===== config.mk =====
export PLATFORM = sky130hd
export DESIGN_NAME = decimal_range_list_parser_core
export DESIGN_NICKNAME = d
export VERILOG_FILES = /design/src/rtl/drlp_pkg.sv /design/src/rtl/decimal_range_list_parser_core.sv /design/src/rtl/drlp_step.sv
export SDC_FILE = /design/constraint.sdc
export NUM_CORES = 1
export LEC_CHECK = 0
export BUFFER_PORTS_ARGS = -buffer_cell sky130_fd_sc_hd__buf_2
export CAP_MARGIN = 20
export CORE_AREA = 3 3 128 130
export CTS_CLUSTER_DIAMETER = 30
export DETAILED_ROUTE_END_ITERATION = 12
export DIE_AREA = 0 0 131 133
export PLACE_DENSITY = 0.81
export SKIP_LAST_GASP = 1
export SYNTH_ARGS = -nofsm -noshare
export SYNTH_HDL_FRONTEND = slang
export SYNTH_SLANG_ARGS = --single-unit

===== constraint.sdc =====
create_clock -name clk -period 5.9 [get_ports clk]
set_input_delay 0.885 -clock clk [delete_from_list [all_inputs] [get_ports clk]]
set_output_delay 0.885 -clock clk [all_outputs]
set_load 0.005 [all_outputs]

===== src/rtl/drlp_pkg.sv =====
// shared types and constants of the decimal range list parser
// used by drlp_step and decimal_range_list_parser_core; no dependencies
`default_nettype none

package drlp_pkg;

    localparam int unsigned VALUE_W = 32;

    // values above this limit overflow on the next digit; at the limit, digits 6 to 9 overflow
    localparam logic [VALUE_W-1:0] OVF_LIMIT = 32'd429496729;

    localparam logic [7:0] CHAR_SPACE = 8'h20;
    localparam logic [7:0] CHAR_CR    = 8'h0D;
    localparam logic [7:0] CHAR_LF    = 8'h0A;
    localparam logic [7:0] CHAR_DASH  = 8'h2D;
    localparam logic [7:0] CHAR_ZERO  = 8'h30;
    localparam logic [7:0] CHAR_ONE   = 8'h31;
    localparam logic [7:0] CHAR_SIX   = 8'h36;
    localparam logic [7:0] CHAR_NINE  = 8'h39;

    localparam logic KIND_BYTE = 1'b0;
    localparam logic KIND_END  = 1'b1;

    typedef enum logic [2:0] {
        PH_FIRST         = 3'd0,
        PH_FIRST_DIGITS  = 3'd1,
        PH_BEFORE_DASH   = 3'd2,
        PH_SECOND        = 3'd3,
        PH_SECOND_DIGITS = 3'd4,
        PH_TRAILING      = 3'd5,
        PH_ERROR         = 3'd6
    } phase_t;

    typedef enum logic [1:0] {
        ST_PARSING     = 2'd0,
        ST_ERROR       = 2'd1,
        ST_END_CLEAN   = 2'd2,
        ST_END_CORRUPT = 2'd3
    } status_t;

    typedef struct packed {
        phase_t               phase;
        logic [VALUE_W-1:0]   first_value;
        logic [VALUE_W-1:0]   second_value;
    } parse_state_t;

    typedef struct packed {
        logic                 range_ready;
        logic [VALUE_W-1:0]   range_start;
        logic [VALUE_W-1:0]   range_end;
        status_t              status;
    } parse_result_t;

endpackage

`default_nettype wire


===== src/rtl/decimal_range_list_parser_core.sv =====
// decimal range list parser: each input byte is registered in the input register, then its
// result in the result register; throughput one byte per cycle while the result register
// drains; the input register and result register are parted by drlp_step, and the input side
// keeps taking bytes while the result register can drain
// reset (rst_n, asynchronous, active low) clears the valid flags and returns the parser
// to the expect-first-number phase with both values zero
// depends on drlp_pkg and drlp_step
`default_nettype none

module decimal_range_list_parser_core (
    input  wire logic        clk,
    input  wire logic        rst_n,
    input  wire logic        s_tvalid,
    output logic             s_tready,
    input  wire logic [7:0]  s_tdata,   // [7:0] data_byte
    input  wire logic        s_tuser,   // [0] kind
    output logic             m_tvalid,
    input  wire logic        m_tready,
    output logic [71:0]      m_tdata,   // [31:0] range_start, [63:32] range_end,
                                        // [65:64] status, [71:66] zero
    output logic             m_tuser    // [0] range_ready
);

    logic                    in_valid_reg;
    logic                    in_kind_reg;
    logic [7:0]              in_byte_reg;
    drlp_pkg::parse_state_t  state_reg;
    drlp_pkg::parse_state_t  state_next;
    drlp_pkg::parse_result_t res_next;
    drlp_pkg::parse_result_t res_reg;
    logic                    out_valid_reg;
    logic                    out_free;
    logic                    fire;

    assign out_free = !out_valid_reg || m_tready;
    assign fire     = in_valid_reg && out_free;
    assign s_tready = !in_valid_reg || out_free;

    drlp_step u_step (
        .kind      (in_kind_reg),
        .data_byte (in_byte_reg),
        .cur       (state_reg),
        .nxt       (state_next),
        .res       (res_next)
    );

    always_ff @(posedge clk or negedge rst_n)
    begin
        if (!rst_n)
            in_valid_reg <= 1'b0;
        else if (s_tready)
            in_valid_reg <= s_tvalid;
    end

    always_ff @(posedge clk)
    begin
        if (s_tvalid && s_tready)
        begin
            in_kind_reg <= s_tuser;
            in_byte_reg <= s_tdata;
        end
    end

    always_ff @(posedge clk or negedge rst_n)
    begin
        if (!rst_n)
        begin
            state_reg.phase        <= drlp_pkg::PH_FIRST;
            state_reg.first_value  <= '0;
            state_reg.second_value <= '0;
            out_valid_reg          <= 1'b0;
        end
        else if (fire)
        begin
            state_reg     <= state_next;
            out_valid_reg <= 1'b1;
        end
        else if (m_tready)
            out_valid_reg <= 1'b0;
    end

    always_ff @(posedge clk)
    begin
        if (fire)
            res_reg <= res_next;
    end

    assign m_tvalid = out_valid_reg;
    assign m_tuser  = res_reg.range_ready;
    assign m_tdata  = {6'b0, res_reg.status, res_reg.range_end, res_reg.range_start};

    // a completed range is only reported while parsing
    a_range_status: assert property (@(posedge clk) disable iff (!rst_n)
        (m_tvalid && m_tuser) |-> (m_tdata[65:64] == drlp_pkg::ST_PARSING))
        else $error("range reported with non-parsing status");

    // no range means both value fields read zero
    a_range_zero: assert property (@(posedge clk) disable iff (!rst_n)
        (m_tvalid && !m_tuser) |-> (m_tdata[63:0] == 64'd0))
        else $error("range fields nonzero without a range");

    // end of stream returns the parser to its reset phase
    a_end_resets: assert property (@(posedge clk) disable iff (!rst_n)
        (fire && (in_kind_reg == drlp_pkg::KIND_END)) |=>
        ((state_reg.phase == drlp_pkg::PH_FIRST) && (state_reg.first_value == '0)))
        else $error("end of stream did not reset parser");

    // the error phase is sticky for text bytes
    a_error_sticky: assert property (@(posedge clk) disable iff (!rst_n)
        (fire && (in_kind_reg == drlp_pkg::KIND_BYTE) &&
         (state_reg.phase == drlp_pkg::PH_ERROR)) |=>
        ((state_reg.phase == drlp_pkg::PH_ERROR) && out_valid_reg &&
         (res_reg.status == drlp_pkg::ST_ERROR)))
        else $error("error phase left on a text byte");

    // state only moves when a result is written
    a_state_hold: assert property (@(posedge clk) disable iff (!rst_n)
        !fire |=> $stable(state_reg))
        else $error("parser state changed without a transaction");

endmodule

`default_nettype wire


===== src/rtl/drlp_step.sv =====
// per-byte next-state and result logic of the range list parser
// depends on drlp_pkg
`default_nettype none

module drlp_step (
    input  wire logic                   kind,
    input  wire logic [7:0]             data_byte,
    input  wire drlp_pkg::parse_state_t cur,
    output drlp_pkg::parse_state_t      nxt,
    output drlp_pkg::parse_result_t     res
);

    logic                          is_digit;
    logic                          is_lead;
    logic                          is_eol;
    logic                          is_space;
    logic                          is_dash;
    logic [drlp_pkg::VALUE_W-1:0]  digit_val;
    logic [drlp_pkg::VALUE_W-1:0]  acc_src;
    logic                          acc_ok;
    logic [drlp_pkg::VALUE_W-1:0]  acc_val;

    assign is_digit  = (data_byte >= drlp_pkg::CHAR_ZERO) && (data_byte <= drlp_pkg::CHAR_NINE);
    assign is_lead   = (data_byte >= drlp_pkg::CHAR_ONE) && (data_byte <= drlp_pkg::CHAR_NINE);
    assign is_eol    = (data_byte == drlp_pkg::CHAR_CR) || (data_byte == drlp_pkg::CHAR_LF);
    assign is_space  = (data_byte == drlp_pkg::CHAR_SPACE);
    assign is_dash   = (data_byte == drlp_pkg::CHAR_DASH);
    assign digit_val = {{(drlp_pkg::VALUE_W-4){1'b0}}, data_byte[3:0]};

    // one shared accumulator: times ten as two shifts plus the digit
    assign acc_src = (cur.phase == drlp_pkg::PH_SECOND_DIGITS) ? cur.second_value
                                                                : cur.first_value;
    assign acc_ok  = (acc_src < drlp_pkg::OVF_LIMIT) ||
                     ((acc_src == drlp_pkg::OVF_LIMIT) && (data_byte < drlp_pkg::CHAR_SIX));
    assign acc_val = (acc_src << 3) + (acc_src << 1) + digit_val;

    always_comb
    begin
        nxt = cur;
        res.range_ready = 1'b0;
        res.range_start = '0;
        res.range_end   = '0;
        res.status      = drlp_pkg::ST_PARSING;

        if (kind == drlp_pkg::KIND_END)
        begin
            res.status = ((cur.phase == drlp_pkg::PH_FIRST) ||
                          (cur.phase == drlp_pkg::PH_TRAILING)) ? drlp_pkg::ST_END_CLEAN
                                                               : drlp_pkg::ST_END_CORRUPT;
            nxt.phase        = drlp_pkg::PH_FIRST;
            nxt.first_value  = '0;
            nxt.second_value = '0;
        end
        else
        begin
            unique case (cur.phase)
                drlp_pkg::PH_FIRST:
                begin
                    if (is_lead)
                    begin
                        nxt.first_value = digit_val;
                        nxt.phase       = drlp_pkg::PH_FIRST_DIGITS;
                    end
                    else if (!(is_space || is_eol))
                        nxt.phase = drlp_pkg::PH_ERROR;
                end
                drlp_pkg::PH_FIRST_DIGITS:
                begin
                    if (is_digit)
                    begin
                        if (acc_ok)
                            nxt.first_value = acc_val;
                        else
                            nxt.phase = drlp_pkg::PH_ERROR;
                    end
                    else if (is_space)
                        nxt.phase = drlp_pkg::PH_BEFORE_DASH;
                    else if (is_dash)
                        nxt.phase = drlp_pkg::PH_SECOND;
                    else
                        nxt.phase = drlp_pkg::PH_ERROR;
                end
                drlp_pkg::PH_BEFORE_DASH:
                begin
                    if (is_dash)
                        nxt.phase = drlp_pkg::PH_SECOND;
                    else if (!is_space)
                        nxt.phase = drlp_pkg::PH_ERROR;
                end
                drlp_pkg::PH_SECOND:
                begin
                    if (is_lead)
                    begin
                        nxt.second_value = digit_val;
                        nxt.phase        = drlp_pkg::PH_SECOND_DIGITS;
                    end
                    else if (!is_space)
                        nxt.phase = drlp_pkg::PH_ERROR;
                end
                drlp_pkg::PH_SECOND_DIGITS:
                begin
                    if (is_digit)
                    begin
                        if (acc_ok)
                            nxt.second_value = acc_val;
                        else
                            nxt.phase = drlp_pkg::PH_ERROR;
                    end
                    else if (is_space || is_eol)
                    begin
                        res.range_ready = 1'b1;
                        res.range_start = cur.first_value;
                        res.range_end   = cur.second_value;
                        nxt.phase = is_space ? drlp_pkg::PH_TRAILING : drlp_pkg::PH_FIRST;
                    end
                    else
                        nxt.phase = drlp_pkg::PH_ERROR;
                end
                drlp_pkg::PH_TRAILING:
                begin
                    if (is_eol)
                        nxt.phase = drlp_pkg::PH_FIRST;
                    else if (!is_space)
                        nxt.phase = drlp_pkg::PH_ERROR;
                end
                default:
                    nxt.phase = drlp_pkg::PH_ERROR;
            endcase
            res.status = (nxt.phase == drlp_pkg::PH_ERROR) ? drlp_pkg::ST_ERROR
                                                          : drlp_pkg::ST_PARSING;
        end
    end

endmodule

`default_nettype wire

# == Word level (Yosys, flattened, before mapping) ==
# Index checks and enable logic that the tools add are counted.
# W data, S select, Z words.
# word_totals
mem_bits_rw,0
rom_bits,0
mem_count,0
out_inout_bits,75
latchBits,0
register_bits,145
# classes
n_bitwise,2
shift,0
mul,0
n_div,0
magnitude_cmp,5
eq_ne,17
reduce_logical,21
add_sub_neg,2
n_mux,28
# op_table
cell,count
$mux W32,4
$pmux W32 S2,2
$mux W67,1
$mux W65,1
$mux W3,14
$add A32 B32 Y32,1
$add A32 B4 Y32,1
$eq A32 B29 Y1 const B,1
$lt A32 B29 Y1 const B,1
$ne A3 B2 Y1 const B,6
$pmux W3 S6,1
$eq A8 B4 Y1 const B,2
$eq A8 B6 Y1 const B,2
$ge A8 B6 Y1 const B,2
$reduce_and A5 Y1,2
$eq A3 B3 Y1 const B,3
$le A8 B6 Y1 const B,1
$lt A8 B6 Y1 const B,1
$eq A3 B2 Y1 const B,2
$logic_or A1 B1 Y1,6
$reduce_bool A3 Y1,2
$logic_and A1 B1 Y1,5
$mux W1,4
$reduce_or A4 Y1,1
other kinds (7),9

# == Depth between registers and ports, before layout ==
# depth
depth_word,12
depth_mapped,18
mapped_depth_nobuf,15

# == Modules after synthesis ==
# From an unflattened synthesis, not the netlist that was laid out.
# unflattened
cells_unflattened,913
hier_area_um2,9466.6
# modules_own_cells
mod,area_each_um2,cells_each,seq_area_each_um2,n_inst
decimal_range_list_parser_core,4987.3,233,4008.8,1
drlp_step,4479.3,680,0.0,1

# == Worst setup path before layout ==
# Ideal clock, no wire load.
# synth_timing
path_type,register -> register
startpoint,reg state_reg[65] (netlist bit)
endpoint,reg state_reg[63] (netlist bit)
t_arrival_ps,4170
setup_time_ps,134
n_path_buf,4
path_slack_ps,1596
path_stages_with_launch,18
required_time_ps,5766
path_cell_list,dfrtp_1 buf_2 nor3b_1 buf_2 buf_1 buf_1 nand2_1 nand2_1 ha_1 ha_1 a2111oi_0 o21ai_0 a21oi_1 nor3_1 o32ai_1 o21ai_0 a211oi_2 o41ai_2
# synth_between
elab_chain_cells,8
# synth_lines
item,line,text
from (decl),decimal_range_list_parser_core.sv:27,drlp_pkg::parse_state_t state_reg;
from (signal assigned),decimal_range_list_parser_core.sv:75,state_reg <= state_next;
$eq A3 B3 Y1,drlp_step.sv:31,assign acc_src = (cur.phase == drlp_pkg::PH_SECOND_DIGITS) ? cur.second_value
$mux W32,drlp_step.sv:31,
$add A32 B32 Y32,drlp_step.sv:35,assign acc_val = (acc_src << 3) + (acc_src << 1) + digit_val;
$add A32 B4 Y32,drlp_step.sv:35,
$mux W32,drlp_step.sv:71,if (acc_ok)
$mux W32,n/a,
$pmux W32 S2,drlp_step.sv:56,unique case (cur.phase)
$mux W67,drlp_step.sv:45,if (kind == drlp_pkg::KIND_END)
# Parallel ways exist; a longest one is shown, timed or not. The select of a mux whose other input is x is not followed.
# A chain may end at the register's enable or synchronous reset.

# == Worst setup path in the final report ==
# layout_timing
startpoint,reg state_reg[64] (netlist bit)
endpoint,reg state_reg[63] (netlist bit)
# Same word-level chain as after synthesis.

==> impl_metrics.toml <==
[placement]
post-place-cells = 1087
post-dp-hpwl_mm = 14.3
io_buffer_count = 81
gp_congestion = 0.922

[global_route]
grtUsageTotal_pct = 24.5
overflow = 0
antenna_found_initial = 0
grt_pass1_wl_mm = 33.5
grt_max_degree = 70
grt_pass1_vias = 6419

[sta]
slew-limit-headroom_pct = 28.0
fmax_ghz = 0.202
fin_crit_sh_pct = 84.1
maxSlewViolCount = 0
finalSetupViolCount = 0
period_needed_ns = 4.96
rsz0062_at_grt = "no"
final.setup.tns_ns = 0
hold_viol_final = 0
worst_pin_slew_ns = 1.08
fin_worst_skew_ns = 0.0111

[final_layout]
layout_commonest_cell = "nand2_1"
drive_above_1_share_pct = 15.2
multi_input_area_um2 = 4190
final_cell_mix = "nand2_1, buf_2, edfxtp_1"
syn_to_final_growth_pct = 13.6
n_fill_cell = 1228
diodes = 0
final_cells = 1119
largest_reg_flops = 67
fin_nets = 968
seq_area_um2 = 4010

[drt]
wl_mm = 20.8
routed-wl-met2_mm = 9.55
first_iter_violations = 724
route.detailed.drc = 0
dr.max_layer_used = "met4"
wl_met3_mm = 1.53
vias = 6774
first_pass_iters = 5
vias_per_cell = 6.05
met1_length_mm = 9.15
antenna_left = 0
post_drt_wl_per_cell_um = 18.6

[floorplanning]
die_h_um = 133
core_um2 = 15300
pin_count = 88
initial_core_util_pct = 55.4
die-area_um2 = 17400
die_w_um = 131
rows = 45

[synthesis]
yosysWarnings = 0
synthArstFlopShare_pct = 47.6
syn_area_um2 = 8450
synth_area_per_cell_um2 = 10.2
synth-seq-area-share_pct = 47.5
syn_inst = 827
ys.flop_type = "edfxtp_1"
ys_seq_elements = 145
ys_types = 75
synth_edf_count = 76

[worst_hold_path]
hold_path_class = "reg2reg"

[critical_path]
cp-endpoint = "state_reg[63]$_DFFE_PN0P_"
r2r-start = "state_reg[64]$_DFFE_PN0P_"
startpoint = "state_reg[64]$_DFFE_PN0P_"
required_ns = 6.19
crit_fanout = 34
r2r-end = "state_reg[63]$_DFFE_PN0P_"
r2r_cells = 14
critPathCaptureType = "register"
reg2reg_setup_slack_ns = 0.94
crit_type = "reg2reg"
cp-start-kind = "register"
arrival_ns = 5.25

[power]
power_leakage_nw = 4.43
irDropWorstVdd_v = 0.000195
p_per_area_nw_per_um2 = 265

[run_status]
status = "finished clean"

[cts]
root_buffer = "clkbuf_16"
cts_tree = "done"
post_cts_buffers = 0
clk_pin_slew_worst_paths_ns = 0.06
cts_resized = 0
cts.path.max_buffers = 2
cts.htree.levels = 4
hold_buffers = 0
clock_latency_ns = 0.43
numCtsBuffers = 17
clkSinkCount = 145

[job]
max_cap_violations = 0
## cells in the mapped netlist, types with 4 or more instances
cell	count	area, µm²
nand2b_1	6	37.5
ha_1	58	726
o2bb2ai_1	13	114
o21ai_0	31	155
buf_4	10	75.1
dfrtp_1	69	1730
and2_1	70	438
a31oi_1	6	37.5
buf_2	8	40.0
o21a_1	9	67.6
nor3_1	14	70.1
nand2_1	152	571
a21oi_1	29	145
xor2_1	8	70.1
a21o_1	14	105
xnor2_1	17	149
inv_1	15	56.3
a22o_1	22	193
edfxtp_1	76	2280
o21bai_1	4	30.0
nand4_1	8	50.1
nor4_1	4	25.0
nand3_1	14	70.1
clkbuf_1	21	78.8
mux2i_1	5	50.1
o31ai_1	19	143
buf_1	5	18.8
a211oi_1	4	30.0
nor4bb_1	4	40.0
nor2_1	27	101
and3_1	6	37.5
o311ai_0	4	35.0
nor2b_1	4	25.0
o211ai_1	4	30.0
## cells by family (layout without fill, tap and decap cells)
group,count (synthesis),count (layout),share of synthesized area (%)
AO/OA/AOI/OAI,194,194,16.6
AND/OR/NAND/NOR,331,331,19.4
multiplexers,9,9,1.17
flip-flops,145,145,47.5
buffers and inverters,61,137,3.45
adder cells (fa/ha/maj),60,60,9.07
other,1,6,0.0444
XOR/XNOR,26,26,2.79
## final cells by class
cell class	instances	share of cell area (%)
Clock buffer	18	4.47
Clock inverter	14	1.71
Inverter	15	0.587
Multi-Input combinational cell	626	43.7
Sequential cell	145	41.8
Tap cell	211	2.75
Timing Repair Buffer	90	4.97
## where the power goes
group / switching (mW) / internal, mW / leakage, nW
Clock: 0.428 / 0.664 / 0.290
Sequential: 0.0405 / 1.12 / 1.71
Combinational: 0.188 / 0.0976 / 2.43
Total: 0.656 / 1.88 / 4.43
## critical path: stages (launching register included)
cell and delay (ns):
dfrtp_1 0.69, or3b_1 0.20, buf_4 0.37, mux2i_1 0.35
fa_1 0.51, inv_1 0.08, ha_1 0.23, a211oi_1 0.34
o21ai_0 0.22, a21oi_1 0.41, nor3_1 0.14, o32ai_1 0.60
o21ai_0 0.29, a211oi_2 0.29, o41ai_2 0.09
## routing by layer
metal	vias up	global-route usage [%]
li1	3158	-
met1	3238	34.5
met2	322	37.0
met3	56	5.85
met4	0	8.23
met5	-	0
## worst min-delay path by stage
stage,from,end,depth (start not counted)
after floorplan,in_valid_reg$_DFFE_PN0N_,m_tvalid$_DFFE_PN0P_,1
after global placement,in_valid_reg$_DFFE_PN0N_,m_tvalid$_DFFE_PN0P_,1
after detailed placement,in_valid_reg$_DFFE_PN0N_,m_tvalid$_DFFE_PN0P_,1
after CTS,in_valid_reg$_DFFE_PN0N_,m_tvalid$_DFFE_PN0P_,1
after global routing,in_valid_reg$_DFFE_PN0N_,m_tvalid$_DFFE_PN0P_,1
final,in_valid_reg$_DFFE_PN0N_,m_tvalid$_DFFE_PN0P_,1
## metrics by stage
stage / instance area, µm² / setup slack [ns] / util (%) / total power [mW] / hold slack (ns)
2_1_floorplan: 8460 / 1.60 / - / 1.36 / 0.457
3_3_place_gp: 8990 / 1.22 / 58.9 / 1.45 / 0.465
3_5_place_dp: 9000 / 1.06 / 59.0 / 1.46 / 0.482
4_1_cts: 9590 / 1.03 / 62.9 / 2.55 / 0.495
5_1_grt: 9590 / 0.587 / 62.9 / 2.63 / 0.532
6_report: 9590 / 0.939 / 62.9 / 2.54 / 0.489
(Power assumes the default switching activity.)
